[src/hdl/pcebp_pkg.sv]
// ----------------------------------------------------------------------------
// Prefix-code encoder package
// Shared constants and types for the table-driven encoder and bit packer.
// ----------------------------------------------------------------------------
package pcebp_pkg;

	localparam int SYM_W            = 8;
	localparam int LEN_W            = 6;
	localparam int BYTE_W           = 8;
	localparam int MODE_W           = 2;
	localparam int CODE_W_MAX       = 32;
	localparam int TABLE_DEPTH      = 256;
	localparam int QUEUE_DEPTH      = 2;
	localparam int MAX_CODE_LEN_DEF = 32;

	localparam logic [MODE_W-1:0] MODE_LOAD   = 2'd0;
	localparam logic [MODE_W-1:0] MODE_ENCODE = 2'd1;
	localparam logic [MODE_W-1:0] MODE_FINISH = 2'd2;

	typedef struct packed {
		logic full;
		logic empty;
	} q_stat_t;

endpackage

[src/hdl/pcebp_back.sv]
// ----------------------------------------------------------------------------
// Bit packer
// Appends codes LSB first to the pending bits and emits full and flushed bytes.
// ----------------------------------------------------------------------------
module pcebp_back #(
	parameter int MAX_CODE_LEN = pcebp_pkg::MAX_CODE_LEN_DEF,
	parameter int CODE_W = (MAX_CODE_LEN < pcebp_pkg::CODE_W_MAX) ? MAX_CODE_LEN
		: pcebp_pkg::CODE_W_MAX,
	parameter int ENTRY_W = CODE_W + pcebp_pkg::LEN_W + 1
) (
	input  logic                         clk,
	input  logic                         arst_n,
	input  pcebp_pkg::q_stat_t           q_stat,
	input  logic [ENTRY_W-1:0]           pop_data,
	output logic                         pop,
	output logic                         out_valid,
	input  logic                         out_ready,
	output logic [pcebp_pkg::BYTE_W-1:0] packed_byte,
	output logic                         last_of_run,
	output logic                         is_flush
);

	import pcebp_pkg::*;

	localparam int ACC_W = CODE_W + BYTE_W - 1;
	localparam int CNT_W = $clog2(ACC_W + 1);
	localparam logic [CNT_W:0] ONE_BYTE  = (CNT_W + 1)'(BYTE_W);
	localparam logic [CNT_W:0] TWO_BYTES = (CNT_W + 1)'(2 * BYTE_W);

	logic              ent_fin;
	logic [LEN_W-1:0]  ent_len;
	logic [CODE_W-1:0] ent_code;
	logic [ACC_W-1:0]  acc_q;
	logic [CNT_W-1:0]  cnt_q;
	logic              out_free;
	logic              have_byte;
	logic              emit_full;
	logic              emit_flush;
	logic              out_valid_q;
	logic [BYTE_W-1:0] out_byte_q;
	logic              out_last_q;
	logic              out_flush_q;

	assign ent_fin  = pop_data[ENTRY_W-1];
	assign ent_len  = pop_data[CODE_W +: LEN_W];
	assign ent_code = pop_data[CODE_W-1:0] & ~({CODE_W{1'b1}} << ent_len);

	assign out_free   = !out_valid_q || out_ready;
	assign have_byte  = ({1'b0, cnt_q} >= ONE_BYTE);
	assign emit_full  = have_byte && out_free;
	assign pop        = !q_stat.empty && !have_byte && (!ent_fin || out_free);
	assign emit_flush = pop && ent_fin && (cnt_q != '0);

	always_ff @(posedge clk or negedge arst_n) begin
		if (!arst_n) begin
			acc_q <= '0;
			cnt_q <= '0;
		end else if (emit_full) begin
			acc_q <= acc_q >> BYTE_W;
			cnt_q <= cnt_q - CNT_W'(BYTE_W);
		end else if (pop && ent_fin) begin
			acc_q <= '0;
			cnt_q <= '0;
		end else if (pop) begin
			acc_q <= acc_q | (ACC_W'(ent_code) << cnt_q[2:0]);
			cnt_q <= cnt_q + CNT_W'(ent_len);
		end
	end

	always_ff @(posedge clk or negedge arst_n) begin
		if (!arst_n) begin
			out_valid_q <= 1'b0;
		end else if (emit_full || emit_flush) begin
			out_valid_q <= 1'b1;
		end else if (out_ready) begin
			out_valid_q <= 1'b0;
		end
	end

	always_ff @(posedge clk) begin
		if (emit_full || emit_flush) begin
			out_byte_q  <= acc_q[BYTE_W-1:0];
			out_last_q  <= emit_flush || ({1'b0, cnt_q} < TWO_BYTES);
			out_flush_q <= emit_flush;
		end
	end

	assign out_valid   = out_valid_q;
	assign packed_byte = out_byte_q;
	assign last_of_run = out_last_q;
	assign is_flush    = out_flush_q;

	assert property (@(posedge clk) disable iff (!arst_n) cnt_q <= CNT_W'(ACC_W))
		else $error("pending bit count beyond accumulator");
	assert property (@(posedge clk) disable iff (!arst_n) (acc_q >> cnt_q) == '0)
		else $error("accumulator holds bits above the count");
	assert property (@(posedge clk) disable iff (!arst_n)
		(out_valid_q && out_flush_q) |-> out_last_q)
		else $error("flushed word not marked last");
	assert property (@(posedge clk) disable iff (!arst_n)
		emit_flush |=> (cnt_q == '0))
		else $error("flush left pending bits");

endmodule

[config.mk]
export PLATFORM = sky130hd
export DESIGN_NAME = pcebp_back
export DESIGN_NICKNAME = d
export VERILOG_FILES = /design/src/hdl/pcebp_pkg.sv /design/src/hdl/pcebp_back.sv
export SDC_FILE = /design/constraint.sdc
export NUM_CORES = 1
export LEC_CHECK = 0
export CORE_MARGIN = 2
export CORE_UTILIZATION = 69
export DETAILED_ROUTE_END_ITERATION = 10
export DONT_BUFFER_PORTS = 1
export PLACE_DENSITY = 0.83
export SLEW_MARGIN = 5
export SYNTH_ARGS = -nofsm -noshare
export SYNTH_HDL_FRONTEND = slang
export SYNTH_SLANG_ARGS = --single-unit
[constraint.sdc]
create_clock -name clk -period 4.5 [get_ports clk]
set_input_delay 0.9 -clock clk [delete_from_list [all_inputs] [get_ports clk]]
set_output_delay 0.9 -clock clk [all_outputs]
set_load 0.1 [all_outputs]
==> results.md <==
- Top sig layer: met4
- Relative slew slack: 0.3427
- Crit path DAT: 2.63 ns
- Worst Max-Slew Pin Slew: 0.9860 ns
- Final period utilization: 0.7839
- Crit end category: output port
- CTS resizes: 0
- Met1 WL: 4.609 mm
- Top cells by area, synth: dfrtp_1 29%, edfxtp_1 7.5%, o21ai_0 5.0%
- Drt first pass iters: 5
- Clock tree buffer depth: 2
- Antenna Violating Nets Remaining: 0
- Crit path max-delay family: flip-flops
- FP Rows: 27
- CTS Buf Count: 5
- CTS H-tree lvls: 2
- Worst r2r src: out_valid$_DFFE_PN0P_
- Fin crit period: 3.528 ns
- Clock power share: 0.120
- Crit start category: flop
- Net Sw Frac: 0.5123
- Synth cell types: 74
- I/O pins: 56
- EDFF count, synth: 10
- Clock latency on the worst-skew pair: 0.31 ns
- Post-route non-filler standard cell count: 483
- Reg2Reg Capture Point: acc_q[23]$_DFFE_PN0P_
- Core ar.: 0.005574 mm^2
- Metal3 WL: 1.075 mm
- #FFs+latches synth: 56
- Ys flop type: dfrtp_1
- WL met2: 4.616 mm
- Final-report max-slew violation count: 0
- Slowest-stage cell, CP: dfrtp_1
- R2R depth: 4
- Max cap viols: 0
- Root buffer cell: clkbuf_8
- Routed len/inst: 21.71 um
- Yosys warns: 0
- TritonCTS clock tree: done
- Register-to-Register Setup Slack: 1.68 ns
- Total track usage: 0.3401
- Synth Cell Area: 0.004023 mm^2
- Vias per cell: 7.611
- Layout Skew: 0.007349 ns
- Routed vias: 3,676
- Leak Pwr: 1.599 nW
- Layout cells sized above 1: 0.08029
- Residual DRC: 0
- Maximum clock rate: 0.2835 GHz
- Int Pwr: 0.001304 W
- # fillers: 444
- Inst Count DP: 475
- Comb power frac: 0.451
- Port bufs: 0
- Area added between synthesis and finish: 0.4043%
- Synth top area share: 0.2862
- Post-synth ARST share: 0.8214
- RSZ-0062 raised after global routing: false
- Fin Setup TNS: 0 ns
- Synth Instances: 441
- Setup bufs post-CTS: 0
- Final #Nets: 462
- First-pass GRT wire length: 16.80 mm
- Hold Crit Class: in2async
- Die Y: 80.36 um
- Top post-synthesis cells by count: 46 x dfrtp_1, 41 x nand2_1, 40 x o21ai_0
- WS Path Type: reg2out
- Status: completed
- Max VDD drop: 0.4606 mV
- Antenna diodes: 0
- Worst Path Max Fanout: 10
- Crit-path max cell delay: 0.75 ns
- Die area: 0.006457 mm^2
- Die Wd: 80.36 um
- Crit-path cells: nor2b_1 -> a2111o_1 -> inv_1
- Drt first-iter violations: 397
- GRT overflow: 0
- WL final: 10.49 mm
- Post-synthesis sequential area ratio: 0.3608
- Vias in the first global route: 3,327
- PwrDens: 662.0 mW/mm^2
- Syn nets: 493
- Post-synth top area cell: dfrtp_1
- RePlAce Congestion: 0.8714
- Mapped Avg Cell Area: 9.122 um^2
- Register share of total power: 0.428
- Initial Util: 0.7217
- Top-count cell post-synth: dfrtp_1
- Sw power: 0.001370 W
- Hold_buf cts: 0
- Post-DP HPWL: 7.520 mm
- Clock Pin Slew Worst Setup and Hold Paths: 0.10 ns
- WP buf/inv: 1
- Largest net degree at the start of global routing: 52
- Crit path required time: 3.60 ns
- Initial antenna violation count: 0
- Sink Count: 56
- Fin. Hold Viols: 0
- Final setup violation count: 0
[cell families (layout without fill, tap and decap cells)]
| family | count (synthesis) | after routing | synth area share |
|---|---|---|---|
| AO/OA/AOI/OAI | 195 | 195 | 0.3571 |
| AND/OR/NAND/NOR | 112 | 112 | 0.1446 |
| flip-flops | 56 | 56 | 0.3608 |
| buffers and inverters | 51 | 21 | 0.05972 |
| multiplexers | 15 | 15 | 0.04230 |
| adder cells (fa/ha/maj) | 8 | 8 | 0.02675 |
| XOR/XNOR | 4 | 4 | 0.008711 |
[per-stage QoR]
| step | instance area [um^2] | total power (W) | setup slack, ns | hold WS, ns | utilization |
|---|---|---|---|---|---|
| finish | 4039 | 0.002674 | 0.9723 | 0.2711 | 0.7246 |
| global route | 4039 | 0.002817 | 0.8804 | 0.2583 | 0.7246 |
| CTS | 4039 | 0.002638 | 0.9721 | 0.2768 | 0.7246 |
| detailed placement | 3933 | 0.002323 | 1.311 | 0.4454 | 0.7055 |
| global placement | 3933 | 0.002279 | 1.339 | 0.4408 | 0.7055 |
| floorplan | 4023 | 0.002074 | 1.346 | 0.4253 | - |
[power by group through the flow]
| stage | Sequential [W] | Clock (W) | Combinational [W] |
|---|---|---|---|
| 3_5_place_dp | 0.00115 | 0 | 0.00117 |
| 3_3_place_gp | 0.00114 | 0 | 0.00114 |
| 4_1_cts | 0.00114 | 0.000317 | 0.00118 |
| 5_1_grt | 0.00117 | 0.000336 | 0.00132 |
| 2_1_floorplan | 0.00111 | 0 | 0.000968 |
| 6_report | 0.00115 | 0.000321 | 0.00121 |
[flip-flops by register name, summed over array words and instances (netlist names)]
name	flops
is_flush	1
acc_q	39
packed_byte	8
last_of_run	1
out_valid	1
cnt_q	6
[layout make-up]
class,count,area (um^2),area share
multi-input cells,334,2331,0.5771
well taps,72,90.09,0.02230
clock buffers,5,68.82,0.01704
repair buffers,3,22.52,0.005576
inverters,10,37.54,0.009294
clock inverters,3,37.54,0.009294
flip-flops and latches,56,1451,0.3594
[worst max path at each step]
stage / start / endpoint / cells after the start
floorplan: out_valid$_DFFE_PN0P_ / pop / 4
global placement: out_valid$_DFFE_PN0P_ / pop / 3
detailed placement: out_valid$_DFFE_PN0P_ / pop / 3
CTS: out_valid$_DFFE_PN0P_ / pop / 3
global route: out_valid$_DFFE_PN0P_ / pop / 3
finish: out_valid$_DFFE_PN0P_ / pop / 3
[layer usage]
metal	vias to the layer above	GRT usage
met3	20	0.06067
met2	226	0.4975
li1	1674	-
met1	1756	0.5216
met5	-	0
met4	0	0.08475
[cell usage in the layout, fill, tap and decap left out, types with 6 or more instances in the layout]
master,netlist,routed
dfrtp_1,46,46
o21ai_0,40,40
nand3_1,20,20
mux2i_1,11,11
inv_1,9,9
a211o_1,6,6
o221ai_1,18,18
edfxtp_1,10,10
a31oi_1,7,7
o211ai_1,26,26
ha_1,7,7
nand2_1,41,41
o22ai_1,6,6
a21oi_1,14,14
nor2_1,12,12
a22oi_1,19,19
Note: power is estimated with default switching activity, not from simulation.
