## src/hdl/pcebp_pkg.sv

```systemverilog
// ----------------------------------------------------------------------------
// Prefix-code encoder package
// Shared constants and types for the table-driven encoder and bit packer.
// ----------------------------------------------------------------------------
package pcebp_pkg;

	localparam int SYM_W            = 8;
	localparam int LEN_W            = 6;
	localparam int BYTE_W           = 8;
	localparam int MODE_W           = 2;
	localparam int CODE_W_MAX       = 32;
	localparam int TABLE_DEPTH      = 256;
	localparam int QUEUE_DEPTH      = 2;
	localparam int MAX_CODE_LEN_DEF = 32;

	localparam logic [MODE_W-1:0] MODE_LOAD   = 2'd0;
	localparam logic [MODE_W-1:0] MODE_ENCODE = 2'd1;
	localparam logic [MODE_W-1:0] MODE_FINISH = 2'd2;

	typedef struct packed {
		logic full;
		logic empty;
	} q_stat_t;

endpackage

```

## src/hdl/pcebp_queue.sv

```systemverilog
// ----------------------------------------------------------------------------
// Decoupling queue
// Short FIFO between the front end and the bit packer.
// ----------------------------------------------------------------------------
module pcebp_queue #(
	parameter int WIDTH = 39,
	parameter int DEPTH = pcebp_pkg::QUEUE_DEPTH
) (
	input  logic               clk,
	input  logic               arst_n,
	input  logic               push,
	input  logic [WIDTH-1:0]   push_data,
	input  logic               pop,
	output logic [WIDTH-1:0]   pop_data,
	output pcebp_pkg::q_stat_t q_stat
);

	import pcebp_pkg::*;

	localparam int PTR_W = (DEPTH > 1) ? $clog2(DEPTH) : 1;
	localparam int CNT_W = $clog2(DEPTH + 1);

	logic [WIDTH-1:0] slot_q [DEPTH];
	logic [PTR_W-1:0] wr_ptr_q;
	logic [PTR_W-1:0] rd_ptr_q;
	logic [CNT_W-1:0] count_q;

	assign q_stat.full  = (count_q == CNT_W'(DEPTH));
	assign q_stat.empty = (count_q == '0);
	assign pop_data     = slot_q[rd_ptr_q];

	always_ff @(posedge clk) begin
		if (push) begin
			slot_q[wr_ptr_q] <= push_data;
		end
	end

	always_ff @(posedge clk or negedge arst_n) begin
		if (!arst_n) begin
			wr_ptr_q <= '0;
			rd_ptr_q <= '0;
			count_q  <= '0;
		end else begin
			if (push) begin
				wr_ptr_q <= (wr_ptr_q == PTR_W'(DEPTH - 1)) ? '0 : wr_ptr_q + 1'b1;
			end
			if (pop) begin
				rd_ptr_q <= (rd_ptr_q == PTR_W'(DEPTH - 1)) ? '0 : rd_ptr_q + 1'b1;
			end
			if (push && !pop) begin
				count_q <= count_q + 1'b1;
			end else if (pop && !push) begin
				count_q <= count_q - 1'b1;
			end
		end
	end

	assert property (@(posedge clk) disable iff (!arst_n) count_q <= CNT_W'(DEPTH))
		else $error("queue count beyond depth");
	assert property (@(posedge clk) disable iff (!arst_n)
		(push && !pop && !q_stat.empty) |=> (count_q == $past(count_q) + 1'b1))
		else $error("queue count lost a push");
	assert property (@(posedge clk) disable iff (!arst_n) pop |-> !q_stat.empty)
		else $error("pop from empty queue");

endmodule

```

## config.mk

```make
export PLATFORM = sky130hd
export DESIGN_NAME = pcebp_queue
export DESIGN_NICKNAME = d
export VERILOG_FILES = /design/src/hdl/pcebp_pkg.sv /design/src/hdl/pcebp_queue.sv
export SDC_FILE = /design/constraint.sdc
export NUM_CORES = 1
export LEC_CHECK = 0
export ABC_AREA = 1
export ABC_CLOCK_PERIOD_IN_PS = 3900
export BUFFER_PORTS_ARGS = -buffer_cell sky130_fd_sc_hd__buf_2
export CORE_UTILIZATION = 55
export DETAILED_ROUTE_END_ITERATION = 6
export PLACE_DENSITY = 0.79
export SYNTH_ARGS = -nofsm -noshare
export SYNTH_HDL_FRONTEND = slang
export SYNTH_SLANG_ARGS = --single-unit
```

## constraint.sdc

```tcl
create_clock -name clk -period 3.9 [get_ports clk]
set_clock_uncertainty 0.15 [all_clocks]
set_input_delay 0.975 -clock clk [delete_from_list [all_inputs] [get_ports clk]]
set_output_delay 0.975 -clock clk [all_outputs]
set_load 0.005 [all_outputs]
```

==> out/metrics.csv, run 1 <==
stage,metric,value,unit
logic_synthesis,Post-Synthesis Net Count,190,
routing,post-detailed-route DRC marker count,0,
routing,vias per cell,4.87,
flow_run,maxcap violations,0,
place,HPWL Detailed,3.01,mm
timing,minimum clock period,2.99,ns
routing,Routed WL,4.61,mm
timing,RSZ-0062 raised after global routing,false,
clocking,"Hold-fix buffers, CTS",0,
logic_synthesis,number of synthesized register bits,82,
worst_setup_path,Crit Path Max Fanout,40,
die,starting density of the core,58.3,%
timing,relative slew slack,39.3,%
clocking,cts repair resizes,0,
grt,vias in the first global route,1614,
clocking,"Clk Latency, worst-skew pair",0.33,ns
min_path,Hold Crit Class,in2async,
pwr,static leakage,0.00143,uW
timing,Fin Setup TNS,0,ns
clocking,Clock transition at path regs,0.07,ns
worst_setup_path,CP Data Arrival Time,1.87,ns
clocking,CTS sink cnt,82,
worst_setup_path,Setup crit start kind,flip-flop,
worst_setup_path,"Slowest-stage cell, CP",dfrtp_2,
pwr,clock power share,22.8,%
clocking,CTS tree,yes,
clocking,post-CTS setup buffers,0,
worst_setup_path,worst path required time,2.77,ns
timing,"Period Utilization, post-route",76.7,%
routing,Detail Route met2 WL,2.40,mm
clocking,Max clock buf depth,2,
pwr,Reg power frac,53.2,%
die,Cell Rows,26,
worst_setup_path,largest stage delay on the critical path,0.97,ns
timing,final slew viol count,0,
grt,initial antenna violation count,0,
worst_setup_path,worst-path cell chain,"mux2_2, buf_2",
timing,Slew @ Worst Pin,0.911,ns
pwr,Max IR drop VDD,0.409,mV
die,core area,0.00520,mm^2
grt,first-pass GRT wire length,7.33,mm
routing,First-pass DRT Iterations,4,
die,Ports,84,
routing,routed length per instance,14.7,um
pwr,share of power burned in combinational logic,24.0,%
cells_and_area,"commonest non-fill, non-tap cell in the layout",buf_2,
logic_synthesis,Unique masters post-synth,12,
cells_and_area,Nets,282,
pwr,cell internal pwr,1800,uW
place,GPL Wtd Cong,0.681,
pwr,NetSw,641,uW
clocking,Num CTS Buffers,9,
routing,met3 WL post-DR,243,um
logic_synthesis,synthesis warning total,0,
clocking,H-tree depth,3,
status,outcome,completed,
worst_setup_path,endpoint class of the critical path,output pin,
die,Chip Height,76.3,um
place,IO Port Bufs,83,
routing,Vias,1524,
timing,Final setup viols,0,
grt,GRT overflow,0,
routing,Iter 0 DRT Violations,51,
routing,top sig layer,met4,
grt,largest net degree at the start of global routing,41,
timing,Final Hold Fails,0,
die,die area,0.00582,mm^2
pwr,total power,2440,uW
worst_setup_path,kind of critical path,reg2out,
timing,FMAX,334,MHz
cells_and_area,most frequent cells in the layout,"83 x buf_2, 78 x edfxtp_1, 39 x mux2_2, 9 x clkbuf_8, 6 x inv_1",
clocking,clk root buf,clkbuf_8,
pwr,Pwr per Cell Area,662,mW/mm^2
logic_synthesis,Mapped Cells,146,
cells_and_area,Layout area overhead,21.7,%
routing,Metal-1 WL,1.87,mm
cells_and_area,# diodes,0,
pwr,switching share of total power,26.2,%
logic_synthesis,post-synthesis sequential area ratio,80.5,%
logic_synthesis,post-synthesis average cell area,20.8,um^2
logic_synthesis,Post-Syn Area,0.00303,mm^2
grt,Tot GR Track Use,17.4,%
cells_and_area,share of cells above drive strength 1,56.4,%
routing,DRT antenna net count,0,
die,Die W,76.3,um
## power groups by stage
| stage | clock network [uW] | registers (uW) | logic (uW) |
|---|---|---|---|
| 2_1_floorplan | 0 | 1240 | 441 |
| 3_3_place_gp | 0 | 1310 | 592 |
| 3_5_place_dp | 0 | 1320 | 596 |
| 4_1_cts | 568 | 1300 | 600 |
| 5_1_grt | 600 | 1330 | 645 |
| 6_report | 558 | 1300 | 586 |
## cell usage after synthesis
| cell type | n | area (um^2) |
|---|---|---|
| edfxtp_1 | 78 | 2340 |
| ha_1 | 1 | 12.5 |
| nand2_1 | 5 | 18.8 |
| mux2_2 | 39 | 439 |
| inv_1 | 7 | 26.3 |
| nor2_1 | 3 | 11.3 |
| nand4_1 | 1 | 6.26 |
| xnor2_1 | 1 | 8.76 |
| buf_6 | 4 | 45.0 |
| xor2_1 | 2 | 17.5 |
| nand3_1 | 1 | 5.00 |
| dfrtp_1 | 4 | 100 |
## metal layers
metal | GRT usage (%) | vias up
met3 | 6.11 | 10
met4 | 8.85 | 0
met1 | 19.8 | 724
met5 | 0 | -
li1 | - | 740
met2 | 29.0 | 50
## path summary, 6_finish.rpt
check / from / end / slack [ns] / cells after the start
max: rd_ptr_q / pop_data[29] / 0.91 / 2
min: arst_n / count_q[1] / 0.28 / 1
max reg2reg: wr_ptr_q / slot_q[0][16] / 2.03 / 2
min reg2reg: count_q[1] / count_q[1] / 0.36 / 2
max in group asynchronous: arst_n / rd_ptr_q / 3.18 / 1
min in group clk: count_q[1] / count_q[1] / 0.36 / 2
## logic make-up (layout without fill, tap and decap cells)
logic type,after synthesis,in the layout,share of synthesized area (%)
multiplexers,39,39,14.5
adder cells (fa/ha/maj),1,1,0.412
buffers and inverters,11,108,2.35
flip-flops,82,82,80.5
XOR/XNOR,3,3,0.866
AND/OR/NAND/NOR,10,10,1.36
## sequential cells by signal, indices dropped and copies added, names as in the netlist
name	cells
rd_ptr_q	1
count_q	2
slot_q	78
wr_ptr_q	1
## critical path: cells and delay by family (launching register included)
family   cells  cell delay, ns
mux          1            0.42
flops        1            0.97
buf+inv      1            0.13
## area by class of cell
class	instances	area [um^2]
clock buffers	12	135
clock inverters	4	42.5
fillers	353	1510
inverters	7	26.3
multi-input cells	53	527
flip-flops and latches	82	2440
well taps	70	87.6
repair buffers	85	430
## stage by stage
stage / worst slack (ns) / hold WS, ns / cell area, um^2 / utilization, % / std cells
finish: 0.908 / 0.284 / 3690 / 70.9 / 313
global route: 0.792 / 0.267 / 3690 / 70.9 / 313
CTS: 0.874 / 0.271 / 3690 / 70.9 / 313
detailed placement: 1.25 / 0.341 / 3510 / 67.5 / 297
global placement: 1.24 / 0.332 / 3510 / 67.5 / 297
floorplan: 0.658 / 0.313 / 3030 / - / 146
No activity file was read; power rests on OpenSTA's default activity.
==> run 2, diff against run 1 <==
- ABC_CLOCK_PERIOD_IN_PS: 3900 -> 2600
- CORE_UTILIZATION: 55 -> 46
- PLACE_DENSITY: 0.79 -> 0.7
- clock period: 3.9 -> 2.6 ns (I/O delays scaled with it)
==> run 2 against run 1 <==
  * Routed wire length increased by 5.1%
  * Via count up 3.3%
  * Clock-buffer cell count fell by 2
  * Non-clock buffer count up 5
  * Register-to-register slack worse by 1.2 ns
  * Combinational power grew 79%
  * Sequential power grew 41%
  * Utilization shrank 11 points
  * Largest cell class unchanged
  * Largest power group unchanged
==> out/metrics.csv, run 2 (synthesis results as in run 1) <==
stage,metric,value,unit
grt,largest net degree at the start of global routing,25,
flow_run,maxcap violations,0,
die,Ports,84,
timing,"Period Utilization, post-route",89.2,%
cells_and_area,Nets,287,
cells_and_area,most flop-heavy register,slot_q,
clocking,Max clock buf depth,2,
clocking,"Clk Latency, worst-skew pair",0.34,ns
pwr,Reg power frac,45.5,%
grt,met3 Use GR,4.57,%
cells_and_area,Largest regs,"slot_q: 78 flops, count_q: 2 flops",
min_path,Hold Crit Class,in2reg,
grt,GR Util met1,17.6,%
worst_setup_path,CP Data Arrival Time,1.52,ns
routing,vias per cell,4.85,
routing,Routed WL,4.84,mm
worst_setup_path,worst path required time,1.80,ns
die,die area,0.00692,mm^2
die,Chip Height,83.2,um
timing,RSZ-0062 raised after global routing,false,
grt,initial antenna violation count,1,
worst_setup_path,WP buf/inv,2,
cells_and_area,max reg flops,78,
cells_and_area,# diodes,0,
worst_setup_path,crit-path leading delay family,buffers and inverters,
clocking,clk root buf,clkbuf_8,
cells_and_area,"commonest non-fill, non-tap cell in the layout",buf_2,
status,outcome,completed,
cells_and_area,Layout area overhead,26.4,%
place,GPL Wtd Cong,0.706,
cells_and_area,footprint of the multi-input gates,527,um^2
cells_and_area,share of cells above drive strength 1,58.1,%
worst_setup_path,worst r2r src,wr_ptr_q,
timing,Slew @ Worst Pin,0.581,ns
worst_setup_path,Crit Path Max Fanout,24,
die,Die W,83.2,um
pwr,clock power share,28.5,%
die,Cell Rows,29,
cells_and_area,register area,0.00244,mm^2
timing,minimum clock period,2.32,ns
timing,FMAX,431,MHz
routing,routed length per instance,14.9,um
worst_setup_path,kind of critical path,reg2out,
timing,Final Hold Fails,0,
routing,Iter 0 DRT Violations,53,
cells_and_area,"non-filler cells, final",325,
place,IO Port Bufs,83,
worst_setup_path,worst-path cell chain,"buf_4, mux2_2, buf_2",
place,HPWL Detailed,3.25,mm
pwr,switching share of total power,24.6,%
timing,Final setup viols,0,
timing,final slew viol count,0,
worst_setup_path,Worst Setup SP,rd_ptr_q,
clocking,CTS sink cnt,82,
grt,GRT overflow,0,
cells_and_area,Filler cells,484,
worst_setup_path,"Slowest-stage cell, CP",mux2_2,
pwr,NetSw,992,uW
pwr,Pwr per Cell Area,1050,mW/mm^2
pwr,static leakage,0.00150,uW
pwr,Max IR drop VDD,0.505,mV
routing,First-pass DRT Iterations,4,
routing,post-detailed-route DRC marker count,0,
worst_setup_path,Setup crit start kind,flip-flop,
clocking,Clock transition at path regs,0.08,ns
die,starting density of the core,47.8,%
clocking,H-tree depth,3,
die,core area,0.00635,mm^2
grt,met2 GRT Util,25.5,%
pwr,cell internal pwr,3030,uW
clocking,CTS tree,yes,
pwr,share of power burned in combinational logic,26.0,%
grt,vias in the first global route,1649,
timing,relative slew slack,61.0,%
cells_and_area,most frequent cells in the layout,"83 x buf_2, 78 x edfxtp_1, 39 x mux2_2, 9 x clkbuf_8, 6 x inv_1",
grt,Tot GR Track Use,15.5,%
worst_setup_path,endpoint class of the critical path,output pin,
routing,Vias,1575,
worst_setup_path,largest stage delay on the critical path,0.39,ns
clocking,Num CTS Buffers,9,
min_path,hold wc startpoint,push_data[34],
timing,Fin Setup TNS,0,ns
place,Placed Cells,308,
grt,first-pass GRT wire length,7.84,mm
grt,GR peak layer,met2,
routing,DRT antenna net count,0,
-- run 2: final cells by class --
cell class                 count  area share (%)
sequential                    82            63.8
multi-input combinational     53            13.7
timing repair buffer          90            12.6
clock inverter                 6            3.36
clock buffer                  10            3.33
tap                           77            2.51
inverter                       7           0.686
-- run 2: per-stage QoR --
stage | util (%) | cell area, um^2 | power [uW] | setup WS (ns) | hold WS (ns)
finish | 60.4 | 3830 | 4030 | 0.280 | 0.344
global route | 60.4 | 3830 | 4230 | 0.180 | 0.324
CTS | 60.4 | 3830 | 4090 | 0.226 | 0.322
detailed placement | 56.2 | 3570 | 2940 | 0.415 | 0.308
global placement | 56.2 | 3570 | 2910 | 0.456 | 0.310
floorplan | - | 3040 | 2510 | 0.351 | 0.204
-- run 2: layer usage --
layer	share of wire [%]	routed length, um
met3	5.5	264
met5	0	0
met4	1.9	92
met1	42	2050
met2	50	2440
-- run 2: worst paths after layout --
path	cells after the start	to	slack, ns
min in group asynchronous	2	count_q[1]	0.49
hold / removal	1	slot_q[0][34]	0.34
setup reg to reg	3	slot_q[1][17]	0.83
setup / recovery	3	pop_data[7]	0.28
hold reg to reg	2	count_q[1]	0.37
max in group asynchronous	2	rd_ptr_q	1.68
-- run 2: worst register-to-register path, stage by stage, from the launching register on --
cell and delay (ns):
dfrtp_1 0.43, nand2_1 0.09, clkinv_1 0.47, buf_4 0.39
-- run 2: power by group through the flow --
stage	combinational [uW]	clock [uW]	sequential [uW]
finish	1050	1150	1830
global placement	1070	0	1850
CTS	1080	1180	1830
global route	1150	1230	1850
detailed placement	1080	0	1860
floorplan	662	0	1850
-- run 2: what timing repair did --
item                                   4_1_cts  5_1_grt
endpoints found under the hold margin        4        0
resized for setup                            0        0
buffers inserted                             0        0
hold buffers                                 1        0
==> run 3, diff against run 2 <==
- RECOVER_POWER: unset -> 100
==> run 3 against run 2 <==
  * Via count shrank 0.38%
  * Register-to-register slack got worse by 0.24 ns
  * Die area unchanged
  * Fmax down 1.2%
  * Sequential cell count unchanged
  * Clock-buffer cell count stayed put
  * Non-clock buffer count stayed put
  * Critical path depth is the same
  * Largest power group unchanged
==> out/metrics.csv, run 3 (synthesis results as in run 1) <==
stage,metric,value,unit
worst_setup_path,endpoint class of the critical path,output pin,
pwr,Max IR drop VDD,0.506,mV
timing,minimum clock period,2.35,ns
routing,DRT antenna net count,0,
timing,Final setup viols,0,
timing,relative slew slack,16.9,%
timing,FMAX,426,MHz
die,Ports,84,
routing,routed length per instance,14.9,um
routing,Iter 0 DRT Violations,59,
pwr,total power,3980,uW
timing,Slew @ Worst Pin,1.25,ns
timing,RSZ-0062 raised after global routing,false,
worst_setup_path,Worst Setup SP,rd_ptr_q,
pwr,clock power share,28.9,%
min_path,hold wc startpoint,push_data[34],
pwr,switching share of total power,25.0,%
grt,initial antenna violation count,1,
place,GPL Wtd Cong,0.706,
clocking,CTS sink cnt,82,
worst_setup_path,FF-to-FF setup slack,0.59,ns
cells_and_area,most flop-heavy register,slot_q,
pwr,static leakage,0.00139,uW
die,core area,0.00635,mm^2
cells_and_area,max reg flops,78,
worst_setup_path,worst path required time,1.80,ns
routing,Routed WL,4.84,mm
clocking,"Hold-fix buffers, CTS",1,
worst_setup_path,worst r2r src,wr_ptr_q,
timing,final slew viol count,0,
cells_and_area,# diodes,0,
worst_setup_path,Reg-to-Reg End,slot_q[0][6],
clocking,Num CTS Buffers,9,
die,starting density of the core,47.8,%
clocking,CTS tree,yes,
clocking,"Clk Latency, worst-skew pair",0.33,ns
grt,largest net degree at the start of global routing,25,
pwr,share of power burned in combinational logic,24.9,%
cells_and_area,Nets,287,
grt,Tot GR Track Use,15.5,%
clocking,Clock transition at path regs,0.08,ns
pwr,Pwr per Cell Area,1060,mW/mm^2
cells_and_area,"commonest non-fill, non-tap cell in the layout",edfxtp_1,
routing,top sig layer,met4,
min_path,WHS Endpoint,slot_q[0][34],
clocking,post-CTS setup buffers,0,
worst_setup_path,worst-path cell chain,"clkbuf_4, mux2_2, clkbuf_1",
clocking,H-tree depth,3,
worst_setup_path,Worst R2R Path Depth,2,
flow_run,maxcap violations,0,
grt,first-pass GRT wire length,7.84,mm
routing,met3 WL post-DR,291,um
worst_setup_path,Setup crit start kind,flip-flop,
routing,Metal-1 WL,1.99,mm
cells_and_area,"non-filler cells, final",325,
min_path,Hold Crit Class,in2reg,
die,Chip Height,83.2,um
clocking,cts repair resizes,0,
cells_and_area,most frequent cells in the layout,"78 x edfxtp_1, 47 x buf_2, 39 x mux2_2, 38 x clkbuf_1, 9 x clkbuf_8",
pwr,Reg power frac,46.2,%
status,outcome,completed,
die,die area,0.00692,mm^2
routing,post-detailed-route DRC marker count,0,
routing,vias per cell,4.83,
worst_setup_path,CP Data Arrival Time,1.55,ns
place,IO Port Bufs,83,
cells_and_area,Layout area overhead,24.1,%
worst_setup_path,Crit Path Max Fanout,24,
worst_setup_path,kind of critical path,reg2out,
place,Placed Cells,308,
clocking,clk root buf,clkbuf_8,
die,Die W,83.2,um
routing,Vias,1569,
worst_setup_path,largest stage delay on the critical path,0.38,ns
timing,"Period Utilization, post-route",90.3,%
pwr,NetSw,993,uW
cells_and_area,Largest regs,"slot_q: 78 flops, count_q: 2 flops",
die,Cell Rows,29,
pwr,cell internal pwr,2990,uW
timing,Fin Setup TNS,0,ns
routing,Detail Route met2 WL,2.45,mm
cells_and_area,share of cells above drive strength 1,43.1,%
timing,Final Hold Fails,0,
grt,GRT overflow,0,
routing,First-pass DRT Iterations,4,
place,HPWL Detailed,3.25,mm
worst_setup_path,"Slowest-stage cell, CP",mux2_2,
clocking,Max clock buf depth,2,
min_path,Worst Hold Depth,1,
grt,vias in the first global route,1649,
run 3: changes by cell type in the layout (fill, tap and decap cells not counted):
cell | before | now
clkbuf_1 | 1 | 38
buf_2 | 83 | 47
buf_4 | 5 | 1
clkbuf_2 | 0 | 3
buf_12 | 1 | 0
clkbuf_4 | 0 | 1
run 3: cell type report:
cell class                      count  area, um^2
Clock buffer                       10         128
Clock inverter                      6         129
Fill cell                         496        2590
Inverter                            7        26.3
Multi-Input combinational cell     53         527
Sequential cell                    82        2440
Tap cell                           77        96.3
Timing Repair Buffer               90         414
run 3: power groups by stage:
stage,clock [uW],combinational (uW),sequential [uW]
2_1_floorplan,0,662,1850
3_3_place_gp,0,1070,1850
3_5_place_dp,0,1080,1860
4_1_cts,1180,1080,1830
5_1_grt,1230,1090,1860
6_report,1150,992,1840
run 3: per-stage QoR:
step / setup slack, ns / area (um^2) / hold WS (ns) / util, %
floorplan: 0.351 / 3040 / 0.204 / -
global placement: 0.456 / 3570 / 0.310 / 56.2
detailed placement: 0.415 / 3570 / 0.308 / 56.2
CTS: 0.226 / 3830 / 0.322 / 60.4
global route: 0.142 / 3760 / 0.324 / 59.3
finish: 0.251 / 3760 / 0.345 / 59.3
run 3: metal layers:
metal / track usage, % / vias to the layer above
met1: 17.6 / 753
met4: 9.87 / 0
met5: 0 / -
li1: - / 753
met2: 25.5 / 54
met3: 4.57 / 9
run 3: worst max-delay path: cells and delay by family (launching register included):
kind / cells / cell delay (ns)
buffers and inverters: 2 / 0.46
DFF: 1 / 0.35
muxes: 1 / 0.38
run 3: how the worst max path moves through the flow:
stage	endpoint	slack, ns	cells after the start
global placement	slot_q[1][11]	0.46	4
floorplan	slot_q[0][0]	0.35	2
finish	pop_data[24]	0.25	3
CTS	pop_data[7]	0.23	3
global route	pop_data[3]	0.14	3
detailed placement	slot_q[1][17]	0.42	4
